[src/hdl/file_inode_table_allocator_assert.svh]
// Assertion macros for the inode table allocator top level.
`ifndef FILE_INODE_TABLE_ALLOCATOR_ASSERT_SVH
`define FILE_INODE_TABLE_ALLOCATOR_ASSERT_SVH

// Same-cycle implication, sampled on clk and disabled during reset.
`define FITA_ASSERT_NOW(label, ante, cons, msg) \
	label: assert property (@(posedge clk) disable iff (!arst_n) (ante) |-> (cons)) \
		else $error(msg);

// Next-cycle implication, sampled on clk and disabled during reset.
`define FITA_ASSERT_NEXT(label, ante, cons, msg) \
	label: assert property (@(posedge clk) disable iff (!arst_n) (ante) |=> (cons)) \
		else $error(msg);

`endif

[src/hdl/fita_pkg.sv]
// Package with the types and constants of the inode table allocator.
package fita_pkg;

	// The free map is held as rows of this many block bits.
	localparam int WORD_W     = 32;
	localparam int WORD_IDX_W = 5;

	localparam logic [8:0] LAST_RES_RST = 9'd1;

	typedef enum logic [1:0] {
		ACT_LOOKUP = 2'd0,
		ACT_CREATE = 2'd1,
		ACT_DELETE = 2'd2,
		ACT_FORMAT = 2'd3
	} action_t;

	typedef enum logic [2:0] {
		ST_OK        = 3'd0,
		ST_NOT_FOUND = 3'd1,
		ST_EXISTS    = 3'd2,
		ST_FULL      = 3'd3,
		ST_NO_BLOCK  = 3'd4
	} status_t;

	typedef enum logic [2:0] {
		S_IDLE,
		S_TSCAN,
		S_MSCAN,
		S_DEL_WR,
		S_FMT,
		S_DONE
	} state_t;

	// Compare result for the table entry read in the previous cycle.
	typedef struct packed {
		logic valid;
		logic hit;
	} tbl_stat_t;

	// Lowest free block within the free map row read in the previous cycle.
	typedef struct packed {
		logic                  free_any;
		logic [WORD_IDX_W-1:0] free_bit;
	} map_stat_t;

endpackage

[src/hdl/file_inode_table_allocator.sv]
// Top level: sequencer of the inode table allocator, scanning table and free map.
// Lookup: every table entry is read, then the result strobe rises; delete adds the S_DEL_WR state on a hit.
// Create: the table scan, then the free map search, which reads one row a cycle.
// Format: one free map row written per cycle.
// One item at a time; busy falls the cycle after the strobe. The table scan reads one entry a cycle.
// Reset clears the valid bits and the free map row marks at once; no clearing pass is needed.
`include "file_inode_table_allocator_assert.svh"

module file_inode_table_allocator import fita_pkg::*; #(
	parameter int MAX_FILES   = 16,
	parameter int BLOCK_COUNT = 512
) (
	input  logic               clk,
	input  logic               arst_n,
	input  logic               start,
	output logic               busy,
	input  logic [1:0]         action,
	input  logic signed [31:0] file_id,
	output logic               done,
	output logic [2:0]         status,
	output logic [8:0]         block_number,
	input  logic               cfg_valid,
	output logic               cfg_ready,
	input  logic [8:0]         cfg_data
);

	localparam int IW   = (MAX_FILES > 1) ? $clog2(MAX_FILES) : 1;
	localparam int FCW  = $clog2(MAX_FILES + 1);
	localparam int BW   = $clog2(BLOCK_COUNT);
	localparam int ROWS = (BLOCK_COUNT + WORD_W - 1) / WORD_W;
	localparam int RW   = (ROWS > 1) ? $clog2(ROWS) : 1;
	localparam int RCW  = $clog2(ROWS + 1);

	state_t            state_q, state_d;
	action_t           act_q;
	logic [31:0]       id_q;
	logic [8:0]        last_res_q;
	logic [FCW-1:0]    rd_cnt_q;
	logic              chk_vld_s1;
	logic [IW-1:0]     chk_idx_s1;
	logic              hit_q;
	logic [IW-1:0]     hit_idx_q;
	logic [BW-1:0]     hit_blk_q;
	logic              slot_ok_q;
	logic [IW-1:0]     slot_idx_q;
	logic [RCW-1:0]    row_cnt_q;
	logic              rchk_vld_s1;
	logic [RW-1:0]     rchk_row_s1;
	status_t           status_q;
	logic [BW-1:0]     blk_q;
	logic [FCW-1:0]    live_q;

	tbl_stat_t         tbl_stat;
	logic [BW-1:0]     tbl_rd_blk;
	map_stat_t         map_stat;
	logic [WORD_W-1:0] map_word;

	logic              tbl_rd_en, tbl_wr_en, tbl_clr_en;
	logic              map_rd_en, map_wr_en;
	logic [RW-1:0]     map_rd_row, map_wr_row;
	logic [WORD_W-1:0] map_wr_data;
	logic              res_ld;
	status_t           res_status;
	logic [BW-1:0]     res_blk;
	logic              live_inc, live_dec;
	logic              accept, tscan_end, mscan_end;
	logic [31:0]       hit_blk32, found_blk32, blk_out32;
	logic [15:0]       row16, lr_row16;
	logic [WORD_IDX_W-1:0] lr_lo;
	logic [WORD_W-1:0] fmt_word;

	assign accept    = start && !busy;
	assign busy      = (state_q != S_IDLE);
	assign done      = (state_q == S_DONE);
	assign cfg_ready = !busy;
	assign status    = status_q;
	assign blk_out32 = 32'(blk_q);
	assign block_number = blk_out32[8:0];

	assign tscan_end   = (rd_cnt_q == FCW'(MAX_FILES)) && !chk_vld_s1;
	assign mscan_end   = (row_cnt_q == RCW'(ROWS)) && !rchk_vld_s1;
	assign hit_blk32   = 32'(hit_blk_q);
	assign found_blk32 = (32'(rchk_row_s1) << WORD_IDX_W) | 32'(map_stat.free_bit);

	// Format pattern for the current row: blocks up to the reserved bound are used.
	assign row16    = 16'(row_cnt_q);
	assign lr_row16 = 16'(last_res_q >> WORD_IDX_W);
	assign lr_lo    = last_res_q[WORD_IDX_W-1:0];
	always_comb begin
		if (row16 < lr_row16) begin
			fmt_word = '1;
		end else if (row16 == lr_row16) begin
			fmt_word = ~({WORD_W{1'b1}} << 1 << lr_lo);
		end else begin
			fmt_word = '0;
		end
	end

	fita_inode_tbl #(
		.MAX_FILES (MAX_FILES),
		.BW        (BW),
		.IW        (IW)
	) u_tbl (
		.clk     (clk),
		.arst_n  (arst_n),
		.rd_en   (tbl_rd_en),
		.rd_idx  (rd_cnt_q[IW-1:0]),
		.key     (id_q),
		.wr_en   (tbl_wr_en),
		.wr_idx  (slot_idx_q),
		.wr_id   (id_q),
		.wr_blk  (found_blk32[BW-1:0]),
		.clr_en  (tbl_clr_en),
		.clr_idx (hit_idx_q),
		.stat    (tbl_stat),
		.rd_blk  (tbl_rd_blk)
	);

	fita_free_map #(
		.BLOCK_COUNT (BLOCK_COUNT),
		.ROWS        (ROWS),
		.RW          (RW)
	) u_map (
		.clk     (clk),
		.arst_n  (arst_n),
		.rd_en   (map_rd_en),
		.rd_row  (map_rd_row),
		.wr_en   (map_wr_en),
		.wr_row  (map_wr_row),
		.wr_data (map_wr_data),
		.stat    (map_stat),
		.rd_word (map_word)
	);

	// State register.
	always_ff @(posedge clk or negedge arst_n) begin
		if (!arst_n) begin
			state_q <= S_IDLE;
		end else begin
			state_q <= state_d;
		end
	end

	// Next state and the strobes that drive the table, the free map and the result.
	always_comb begin
		state_d     = state_q;
		tbl_rd_en   = 1'b0;
		tbl_wr_en   = 1'b0;
		tbl_clr_en  = 1'b0;
		map_rd_en   = 1'b0;
		map_rd_row  = row_cnt_q[RW-1:0];
		map_wr_en   = 1'b0;
		map_wr_row  = row_cnt_q[RW-1:0];
		map_wr_data = fmt_word;
		res_ld      = 1'b0;
		res_status  = ST_OK;
		res_blk     = '0;
		live_inc    = 1'b0;
		live_dec    = 1'b0;
		unique case (state_q)
			S_IDLE: begin
				if (accept) begin
					state_d = (action_t'(action) == ACT_FORMAT) ? S_FMT : S_TSCAN;
				end
			end
			S_TSCAN: begin
				tbl_rd_en = (rd_cnt_q < FCW'(MAX_FILES));
				if (tscan_end) begin
					state_d = S_DONE;
					res_ld  = 1'b1;
					unique case (act_q)
						ACT_LOOKUP: begin
							res_status = hit_q ? ST_OK : ST_NOT_FOUND;
							res_blk    = hit_q ? hit_blk_q : '0;
						end
						ACT_DELETE: begin
							if (hit_q) begin
								// Drop the entry now, free its block after the row read.
								res_ld     = 1'b0;
								state_d    = S_DEL_WR;
								tbl_clr_en = 1'b1;
								live_dec   = (live_q != '0);
								map_rd_en  = 1'b1;
								map_rd_row = RW'(hit_blk32 >> WORD_IDX_W);
							end else begin
								res_status = ST_NOT_FOUND;
							end
						end
						ACT_CREATE: begin
							if (hit_q) begin
								res_status = ST_EXISTS;
							end else if (!slot_ok_q) begin
								res_status = ST_FULL;
							end else begin
								res_ld  = 1'b0;
								state_d = S_MSCAN;
							end
						end
						ACT_FORMAT: begin
							res_status = ST_OK;
						end
						default: begin
							res_status = ST_OK;
						end
					endcase
				end
			end
			S_MSCAN: begin
				map_rd_en = (row_cnt_q < RCW'(ROWS));
				if (rchk_vld_s1 && map_stat.free_any) begin
					// Lowest free block found: claim it and fill the slot.
					map_wr_en   = 1'b1;
					map_wr_row  = rchk_row_s1;
					map_wr_data = map_word | (WORD_W'(1) << map_stat.free_bit);
					tbl_wr_en   = 1'b1;
					live_inc    = 1'b1;
					res_ld      = 1'b1;
					res_status  = ST_OK;
					res_blk     = found_blk32[BW-1:0];
					state_d     = S_DONE;
				end else if (mscan_end) begin
					res_ld     = 1'b1;
					res_status = ST_NO_BLOCK;
					state_d    = S_DONE;
				end
			end
			S_DEL_WR: begin
				map_wr_en   = 1'b1;
				map_wr_row  = RW'(hit_blk32 >> WORD_IDX_W);
				map_wr_data = map_word & ~(WORD_W'(1) << hit_blk32[WORD_IDX_W-1:0]);
				res_ld      = 1'b1;
				res_status  = ST_OK;
				state_d     = S_DONE;
			end
			S_FMT: begin
				map_wr_en = 1'b1;
				if (row_cnt_q == RCW'(ROWS - 1)) begin
					res_ld     = 1'b1;
					res_status = ST_OK;
					state_d    = S_DONE;
				end
			end
			S_DONE: begin
				state_d = S_IDLE;
			end
			default: begin
				state_d = S_IDLE;
			end
		endcase
	end

	// Control registers: scan counters, check stages, flags, live count, reserved bound.
	always_ff @(posedge clk or negedge arst_n) begin
		if (!arst_n) begin
			rd_cnt_q    <= '0;
			chk_vld_s1  <= 1'b0;
			hit_q       <= 1'b0;
			slot_ok_q   <= 1'b0;
			row_cnt_q   <= '0;
			rchk_vld_s1 <= 1'b0;
			live_q      <= '0;
			last_res_q  <= LAST_RES_RST;
		end else begin
			if (cfg_valid && cfg_ready) begin
				last_res_q <= cfg_data;
			end
			if (accept) begin
				rd_cnt_q    <= '0;
				chk_vld_s1  <= 1'b0;
				hit_q       <= 1'b0;
				slot_ok_q   <= 1'b0;
				row_cnt_q   <= '0;
				rchk_vld_s1 <= 1'b0;
			end else begin
				chk_vld_s1 <= tbl_rd_en;
				if (tbl_rd_en) begin
					rd_cnt_q <= rd_cnt_q + FCW'(1);
				end
				if (chk_vld_s1 && tbl_stat.hit) begin
					hit_q <= 1'b1;
				end
				if (chk_vld_s1 && !tbl_stat.valid) begin
					slot_ok_q <= 1'b1;
				end
				rchk_vld_s1 <= map_rd_en && (state_q == S_MSCAN);
				if ((map_rd_en && (state_q == S_MSCAN)) || (state_q == S_FMT)) begin
					row_cnt_q <= row_cnt_q + RCW'(1);
				end
			end
			if (live_inc) begin
				live_q <= live_q + FCW'(1);
			end else if (live_dec) begin
				live_q <= live_q - FCW'(1);
			end
		end
	end

	// Item and scan payload registers.
	always_ff @(posedge clk) begin
		if (accept) begin
			act_q <= action_t'(action);
			id_q  <= file_id;
		end
		chk_idx_s1  <= rd_cnt_q[IW-1:0];
		rchk_row_s1 <= row_cnt_q[RW-1:0];
		if (chk_vld_s1 && tbl_stat.hit && !hit_q) begin
			hit_idx_q <= chk_idx_s1;
			hit_blk_q <= tbl_rd_blk;
		end
		if (chk_vld_s1 && !tbl_stat.valid && !slot_ok_q) begin
			slot_idx_q <= chk_idx_s1;
		end
		if (res_ld) begin
			status_q <= res_status;
			blk_q    <= res_blk;
		end
	end

	`FITA_ASSERT_NEXT(a_done_single, done, !done, "result strobe held for more than one cycle")
	`FITA_ASSERT_NEXT(a_busy_after_start, accept, busy, "busy not raised after an accepted item")
	`FITA_ASSERT_NOW(a_live_bound, 1'b1, live_q <= FCW'(MAX_FILES), "live file count above table size")
	`FITA_ASSERT_NOW(a_err_blk_zero, done && (status != ST_OK), block_number == 9'd0, "error result with a block number")

endmodule

[src/hdl/fita_inode_tbl.sv]
// Inode table: id and block memory, valid bits and the shared id comparator.
module fita_inode_tbl import fita_pkg::*; #(
	parameter int MAX_FILES = 16,
	parameter int BW        = 9,
	parameter int IW        = 4
) (
	input  logic            clk,
	input  logic            arst_n,
	input  logic            rd_en,
	input  logic [IW-1:0]   rd_idx,
	input  logic [31:0]     key,
	input  logic            wr_en,
	input  logic [IW-1:0]   wr_idx,
	input  logic [31:0]     wr_id,
	input  logic [BW-1:0]   wr_blk,
	input  logic            clr_en,
	input  logic [IW-1:0]   clr_idx,
	output tbl_stat_t       stat,
	output logic [BW-1:0]   rd_blk
);

	logic [31:0]          id_mem  [MAX_FILES];
	logic [BW-1:0]        blk_mem [MAX_FILES];
	logic [MAX_FILES-1:0] vld_q;
	logic [31:0]          rd_id_q;
	logic [BW-1:0]        rd_blk_q;
	logic                 rd_vld_q;

	// Entry memory: one write and one registered read per cycle.
	always_ff @(posedge clk) begin
		if (wr_en) begin
			id_mem[wr_idx]  <= wr_id;
			blk_mem[wr_idx] <= wr_blk;
		end
		if (rd_en) begin
			rd_id_q  <= id_mem[rd_idx];
			rd_blk_q <= blk_mem[rd_idx];
			rd_vld_q <= vld_q[rd_idx];
		end
	end

	// Valid bits, all cleared by reset.
	always_ff @(posedge clk or negedge arst_n) begin
		if (!arst_n) begin
			vld_q <= '0;
		end else begin
			if (wr_en) begin
				vld_q[wr_idx] <= 1'b1;
			end
			if (clr_en) begin
				vld_q[clr_idx] <= 1'b0;
			end
		end
	end

	// The one comparator, reused for every entry of a scan.
	always_comb begin
		stat.valid = rd_vld_q;
		stat.hit   = rd_vld_q && (rd_id_q == key);
	end

	assign rd_blk = rd_blk_q;

endmodule

[src/hdl/fita_free_map.sv]
// Free map: rows of block-used bits in a memory, row valid bits and a free-bit search.
module fita_free_map import fita_pkg::*; #(
	parameter int BLOCK_COUNT = 512,
	parameter int ROWS        = 16,
	parameter int RW          = 4
) (
	input  logic              clk,
	input  logic              arst_n,
	input  logic              rd_en,
	input  logic [RW-1:0]     rd_row,
	input  logic              wr_en,
	input  logic [RW-1:0]     wr_row,
	input  logic [WORD_W-1:0] wr_data,
	output map_stat_t         stat,
	output logic [WORD_W-1:0] rd_word
);

	logic [WORD_W-1:0] mem [ROWS];
	logic [ROWS-1:0]   row_vld_q;
	logic [WORD_W-1:0] rd_data_q;
	logic              rd_rv_q;
	logic [RW-1:0]     rd_row_s1;
	logic [WORD_W-1:0] oor_mask;
	logic [WORD_W-1:0] used;

	// Row memory: one write and one registered read per cycle.
	always_ff @(posedge clk) begin
		if (wr_en) begin
			mem[wr_row] <= wr_data;
		end
		if (rd_en) begin
			rd_data_q <= mem[rd_row];
			rd_rv_q   <= row_vld_q[rd_row];
			rd_row_s1 <= rd_row;
		end
	end

	// A row never written since reset reads as all free.
	always_ff @(posedge clk or negedge arst_n) begin
		if (!arst_n) begin
			row_vld_q <= '0;
		end else if (wr_en) begin
			row_vld_q[wr_row] <= 1'b1;
		end
	end

	// Bits past the last block count as used so that they are never handed out.
	always_comb begin
		for (int k = 0; k < WORD_W; k++) begin
			oor_mask[k] = ((int'(rd_row_s1) * WORD_W + k) >= BLOCK_COUNT);
		end
		used = (rd_rv_q ? rd_data_q : '0) | oor_mask;
	end

	// Lowest clear bit of the row.
	always_comb begin
		stat.free_any = 1'b0;
		stat.free_bit = '0;
		for (int k = WORD_W - 1; k >= 0; k--) begin
			if (!used[k]) begin
				stat.free_any = 1'b1;
				stat.free_bit = WORD_IDX_W'(k);
			end
		end
	end

	assign rd_word = used;

endmodule

[config.mk]
export PLATFORM = sky130hd
export DESIGN_NAME = file_inode_table_allocator
export DESIGN_NICKNAME = d
export VERILOG_FILES = /design/src/hdl/fita_pkg.sv /design/src/hdl/file_inode_table_allocator.sv /design/src/hdl/fita_inode_tbl.sv /design/src/hdl/fita_free_map.sv
export VERILOG_INCLUDE_DIRS = /design/src /design/src/hdl
export SDC_FILE = /design/constraint.sdc
export NUM_CORES = 2
export LEC_CHECK = 0
export ABC_AREA = 1
export BUFFER_PORTS_ARGS = -buffer_cell sky130_fd_sc_hd__buf_2
export CAP_MARGIN = 20
export CORE_MARGIN = 4
export CORE_UTILIZATION = 45
export CTS_CLUSTER_DIAMETER = 200
export DETAILED_ROUTE_END_ITERATION = 10
export MAX_ROUTING_LAYER = met4
export PLACE_DENSITY_LB_ADDON = 0.25
export SYNTH_ARGS = -nofsm -noshare
export SYNTH_HDL_FRONTEND = slang
export SYNTH_SLANG_ARGS = --single-unit
[constraint.sdc]
create_clock -name clk -period 5.7 [get_ports clk]
set_input_delay 1.14 -clock clk [delete_from_list [all_inputs] [get_ports clk]]
set_output_delay 1.14 -clock clk [all_outputs]
set_load 0.03 [all_outputs]
== Word level (Yosys, flattened, before mapping) ==
Memory sizes are Yosys's and may differ from the RTL's. A register that Yosys moved wholly into a read port is not among the register bits.
Cells that the tools add are included.
Operators by class
  reduce and logical (&&, ||, !) cells: 31
  shift-type cells: 3
  equality and inequality tests: 18
  $add $sub $neg: 33
  bitwise operators: 10
  $lt $le $gt $ge: 43
  multiplexer cells: 111
Operators by type and width (count)
  $ge A32 B11 Y1 const B: 31
  $mux W6: 32
  $add A9 B5 Y10 const B: 16
  $mux W32: 4
  $add A9 B4 Y10 const B: 8
  $not A32 Y32: 2
  $or A32 B32 Y32: 2
  $pmux W32 S2: 1
  $shl A1 B5 Y32 const A: 2
  $add A9 B3 Y10 const B: 4
  $mux W3: 12
  $mux W9: 4
  $and A32 B32 Y32: 1
  $eq A32 B32 Y1: 1
  $mux W16: 2
  $or A16 B16 Y16: 2
  $shl A32 B5 Y32 const A: 1
  $mux W1: 30
  $lt A4 B5 Y1 const B: 5
  $add A9 B2 Y10 const B: 2
  $mux W4: 5
  $mux W5: 4
  $pmux W9 S2: 1
  $and A16 B16 Y16: 1
  other kinds (36): 76
Word-level totals
  memories: 3
  input port bits: 47
  word-level logic and storage cells: 274
  output and inout port bits: 15
  memory bits (writable): 1168
  flip-flop bits (word level): 135
Memory list
  u_map.mem: words 16, width 32, rd ports 1, clocked after Yosys merged registers in 1, write ports 1, line fita_free_map.sv:18  | logic [WORD_W-1:0] mem [ROWS];
  u_tbl.id_mem: words 16, width 32, rd ports 1, clocked after Yosys merged registers in 1, write ports 1, line fita_inode_tbl.sv:22  | logic [31:0] id_mem [MAX_FILES];
  u_tbl.blk_mem: words 16, width 9, rd ports 1, clocked after Yosys merged registers in 1, write ports 1, line fita_inode_tbl.sv:23  | logic [BW-1:0] blk_mem [MAX_FILES];

== Longest topological paths before layout ==
  word-level depth: 43
  gate-level depth with buffers: 37

== Cells and area by module ==
A second synthesis with hierarchy kept.
Unflattened totals
  cell total of the unflattened synthesis: 4653
  area, all modules: 57147.3 sq um
By module, submodules not included
  fita_inode_tbl: cells an instance 2380, sequential area each 21360.5 sq um, area an instance 29290.6 sq um, times used 1
  fita_free_map: cells an instance 1633, sequential area each 16766.1 sq um, area an instance 22584.2 sq um, times used 1
  file_inode_table_allocator: cells an instance 640, sequential area each 2703.8 sq um, area an instance 5272.6 sq um, times used 1

== Worst setup path after synthesis ==
No wires, ideal clock.
  kind: reg-to-reg
  start point: reg state_q[2]
  end point: reg u_map.rd_data_q[0], read port of u_map.mem, enable pin
  period minus slack after synthesis: 4.043 ns
  path slack: 1.657 ns
  stages on the path, launching flop included: 7
  arrival: 3.574 ns
  buffers on the path: 1
  data required time: 5.231 ns
  path through: dfrtp_1 inv_1 nand2_1 nor2_1 inv_2 clkbuf_1 o21ai_0
On the way
  longest elaborated chain between the ends: 2
  elaborated cells on any way between the ends: 4
Ends and longest elaborated chain
  from (decl): line file_inode_table_allocator.sv:34  | state_t state_q, state_d;
  from (signal assigned): line file_inode_table_allocator.sv:140  | state_q <= state_d;
  $eq A3 B2 Y1 or $eq A3 B1 Y1 (tied branches): line file_inode_table_allocator.sv:160  | unique case (state_q)
  $pmux W1 S2 *: line file_inode_table_allocator.sv:160
  via map_rd_en: line file_inode_table_allocator.sv:59  | logic map_rd_en, map_wr_en;
  to (decl): line fita_free_map.sv:20  | logic [WORD_W-1:0] rd_data_q;
Mark *: on every way through the listed nets, which the timed path passes. The rest lies on a longest branch.
A chain may end at the register's enable or synchronous reset.

== Worst setup path after layout ==
  start point: reg u_map.rd_rv_q
  end point: mem u_map.mem[5][22], enable pin
On the way
  longest elaborated chain between the ends: 39
  elaborated cells on any way between the ends: 41
Ends and longest elaborated chain
  from (decl): line fita_free_map.sv:21  | logic rd_rv_q;
  from (signal assigned): line fita_free_map.sv:33  | rd_rv_q <= row_vld_q[rd_row];
  $mux W32 *: line fita_free_map.sv:52  | used = (rd_rv_q ? rd_data_q : '0) | oor_mask;
  $or A32 B32 Y32 *: line fita_free_map.sv:52
  $mux W6 (31 in a row): line fita_free_map.sv:60  | if (!used[k]) begin
  $mux W6 *: line fita_free_map.sv:60
  $logic_and A1 B1 Y1 *: line file_inode_table_allocator.sv:210  | if (rchk_vld_s1 && map_stat.free_any) begin
  $mux W1: line file_inode_table_allocator.sv:210
  $pmux W1 S2: line file_inode_table_allocator.sv:160
  $mux W1: line fita_free_map.sv:28  | if (wr_en) begin
  $mux W1 (not written as such): line fita_free_map.sv:29  | mem[wr_row] <= wr_data;
  to (decl): line fita_free_map.sv:18
Mark *: on every way between the ends. The rest lies on a longest branch, timed or not.

==> results.rst <==
.. list-table::
   :header-rows: 1

   * - Metric
     - Value
   * - Leak pwr
     - 0.0201 uW
   * - Power per standard cell area
     - 457 nW/um^2
   * - Gates resized, CTS repair
     - 0
   * - Worst EP arrival
     - 5060 ps
   * - Largest fanout on the critical path
     - 24
   * - Asr flop ratio synth
     - 4.23%
   * - Router iterations before antenna repair
     - 6
   * - Post-route clock period utilization
     - 81.1%
   * - Die area
     - 128000 sq um
   * - Setup repair after global routing missed its margin
     - false
   * - Placeable Area
     - 122000 sq um
   * - Post-detailed-route via-to-cell ratio
     - 5.93
   * - Library cell used as clock root buffer
     - clkbuf_16
   * - Ratio of cells with drive above 1 in the final layout
     - 9.43%
   * - Switching pwr
     - 9030 uW
   * - Remaining design rule violation count
     - 0
   * - Starting density of the core
     - 45.3%
   * - Yosys warning total
     - 0
   * - Layout Nets
     - 4411
   * - Most used flip-flop cell after synthesis
     - edfxtp_1
   * - Design Area, Final
     - 61800 sq um
   * - Fraction of power spent switching nets
     - 32.0%
   * - Setup fix buffers added after clock tree synthesis
     - 0
   * - Via Count
     - 36.0k
   * - Kind of critical path
     - reg2reg
   * - Synthesized instance count
     - 4331
   * - First-pass GRT wire length
     - 223 mm
   * - Endpoint type of the worst setup path
     - flip-flop
   * - Gate power share
     - 23.2%
   * - Synth Register Bits
     - 1372
   * - Max Cap Violations
     - 0
   * - Sinks on the clock net
     - 1372
   * - Number of distinct library cell variants in the gate-level netlist after synthesis
     - 64
   * - Routed length per placed instance
     - 24.6 um
   * - Via count of the first global-routing pass
     - 34.6k
   * - Last weighted congestion value of the routability-driven placer
     - 0.948
   * - CTS HTree Levels
     - 4
   * - Area leader, netlist
     - edfxtp_1
   * - TritonCTS Buffers
     - 140
   * - Clock-pin slew on the worst setup and hold paths
     - 60 ps
   * - Headroom to the max-slew limit
     - 17.5%
   * - VDD IR max
     - 313 uV
   * - Cell area after technology mapping
     - 55100 sq um
   * - Sum of routed wire length over all layers
     - 150 mm
   * - Startpoint types
     - flip-flop
   * - Total of buffers placed on input and output ports
     - 61
   * - Commonest cells after routing, fill and taps aside
     - edfxtp_1, nor2_1, o21ai_0, nand2_1, o22ai_1
   * - Pins over their slew limit
     - 0
   * - Fraction of the core area covered by cells at the end of the flow
     - 50.8%
   * - Filler cells
     - 10.5k
   * - Mean area per synthesized cell
     - 12.7 sq um
   * - Highest achievable clock rate
     - 216 MHz
   * - Clock latency at the later pin of the worst-skew pair
     - 770 ps
   * - Maximum count of clock buffers along a single path
     - 3
   * - Status
     - complete, no violations
   * - Finish-stage setup viols
     - 0
   * - Final period demand of the worst path
     - 4620 ps
   * - Clock tree from TritonCTS
     - done
   * - Post-Synthesis Net Count
     - 4391
   * - Share of total power in sequential cells
     - 45.7%
   * - Initial antenna violation count
     - 3
   * - Tightest Pin Transition
     - 1240 ps
   * - Area growth syn-to-layout
     - 12.2%
   * - Number of hold violations in the final report
     - 0
   * - Cell Area, Placed
     - 57400 sq um
   * - Total congestion overflow after global routing
     - 0
   * - Number of rows created at floorplan
     - 128
   * - Top-level port count
     - 62
   * - Internal power summed over all cells
     - 19200 uW
   * - Portion of the post-synthesis area used by sequential elements
     - 74.1%
   * - Vertical die dimension
     - 358 um
   * - Leading cell types by total area after synthesis
     - edfxtp_1, o21ai_0, nor2_1
   * - Post-CTS Hold Buffers
     - 0
   * - Worst clock skew
     - 36.0 ps
   * - Number of flops mapped to enable cells by yosys
     - 1306
   * - Worst hold path type
     - reg2reg
   * - Most frequent standard cell in the layout excluding fill and tap cells
     - edfxtp_1
   * - Proportion of netlist area held by the largest area contributor
     - 71.2%
   * - Half-perimeter wire length after placement
     - 78.0 mm
   * - Required time of the worst setup path
     - 6140 ps
   * - Starting DRT DRC Count
     - 4318
   * - Antenna Cells
     - 0
   * - Largest net degree at the start of global routing
     - 229
   * - Global-route total usage across every layer
     - 23.9%
   * - Die width
     - 358 um
   * - Clk pwr share
     - 31.2%
   * - Sum of negative setup slack
     - 0 ps
   * - Number of nets still failing antenna checks after routing
     - 0
-- Yosys cell counts, drive strengths merged, types with 2 or more instances --
cell     instances
a211oi           3
a21o             2
a21oi           45
a221oi           2
a22oi            8
a2bb2oi         16
a31oi            7
a32oi            6
buf             43
clkbuf         224
clkinv           3
dfrtp           57
dfxtp            8
edfxtp        1306
ha              13
inv            126
mux2             2
nand2          423
nand3           94
nand4           81
nor2           755
nor3            21
nor4             5
o2111ai          6
o211ai           9
o21a             2
o21ai          712
o221ai          89
o22ai          220
o311ai           3
o31ai            2
o32ai            3
or2             13
xnor2            7
xor2             8
-- power by group through the flow --
stage                     clock (uW)  combinational, uW  sequential (uW)
after floorplan                    0               4400            12900
after global placement             0               6420            13100
after detailed placement           0               6510            13100
after CTS                       8980               6530            12900
after global routing            9400               7270            13000
final                           8810               6540            12900
-- cells by family after synthesis --
kind of cell	after synthesis	synth area share, %
simple gates	1392	10.5
flops	1372	74.1
compound gates	1141	12.0
buf+inv	396	2.87
xor+xnor	15	0.239
fa+ha+maj	13	0.295
mux	2	0.0409
-- metal layers --
| metal | up-vias | track usage, % | routed length, um |
|---|---|---|---|
| met5 | - | - | 0 |
| met3 | 241 | 3.82 | 12200 |
| met4 | 0 | 6.63 | 3210 |
| met2 | 1572 | 35.2 | 67900 |
| li1 | 16100 | - | - |
| met1 | 18200 | 34.8 | 66400 |
-- stage by stage --
stage	std cells	hold slack [ps]	power (uW)	setup WS [ps]
2_1_floorplan	4331	369	17300	1660
3_3_place_gp	5833	404	19500	1230
6_report	6077	419	28300	1080
3_5_place_dp	5833	406	19600	1190
5_1_grt	6077	439	29600	822
4_1_cts	6076	420	28400	1160
-- sequential cells by signal (all words and copies together) (netlist names), 16 cells and up --
| signal | flops |
|---|---|
| id_q | 32 |
| u_map.mem | 512 |
| u_map.rd_data_q | 32 |
| u_map.row_vld_q | 16 |
| u_tbl.blk_mem | 144 |
| u_tbl.id_mem | 512 |
| u_tbl.rd_id_q | 32 |
| u_tbl.vld_q | 16 |
-- cell type report --
cell class / instances / area (sq um) / share of cell area (%)
Tap cell: 1625 / 2030 / 3.29
Clock buffer: 184 / 3790 / 6.14
Clock inverter: 59 / 551 / 0.891
Timing Repair Buffer: 145 / 1120 / 1.82
Multi-Input combinational cell: 2563 / 13000 / 21.0
Sequential cell: 1372 / 40800 / 66.1
Inverter: 129 / 503 / 0.814
-- worst paths after layout --
check	from	endpoint	slack [ps]	depth (start not counted)
max in group asynchronous	arst_n	rd_cnt_q[0]	4550	2
min in group asynchronous	arst_n	rchk_vld_s1	560	2
worst min register to register	u_tbl.rd_blk[2]	hit_blk_q[2]	420	0
worst max-delay path	u_map.rd_rv_q	u_map.mem[5][22]	1080	16
worst min-delay path	u_tbl.rd_blk[2]	hit_blk_q[2]	420	0
worst max register to register	u_map.rd_rv_q	u_map.mem[5][22]	1080	16
-- worst max-delay path: stages (launching register included) --
cell	delay [ps]
edfxtp_1	930
buf_4	340
nand2_1	110
nor2_1	140
nand3_1	120
nor2_1	240
nand3_2	130
nand2_4	260
inv_4	200
nor2_8	200
nand2_1	80
o2111ai_1	90
o21ai_1	160
inv_1	150
nand3_2	210
nor2_4	620
buf_4	310
Power figures use the tool's default switching activity.
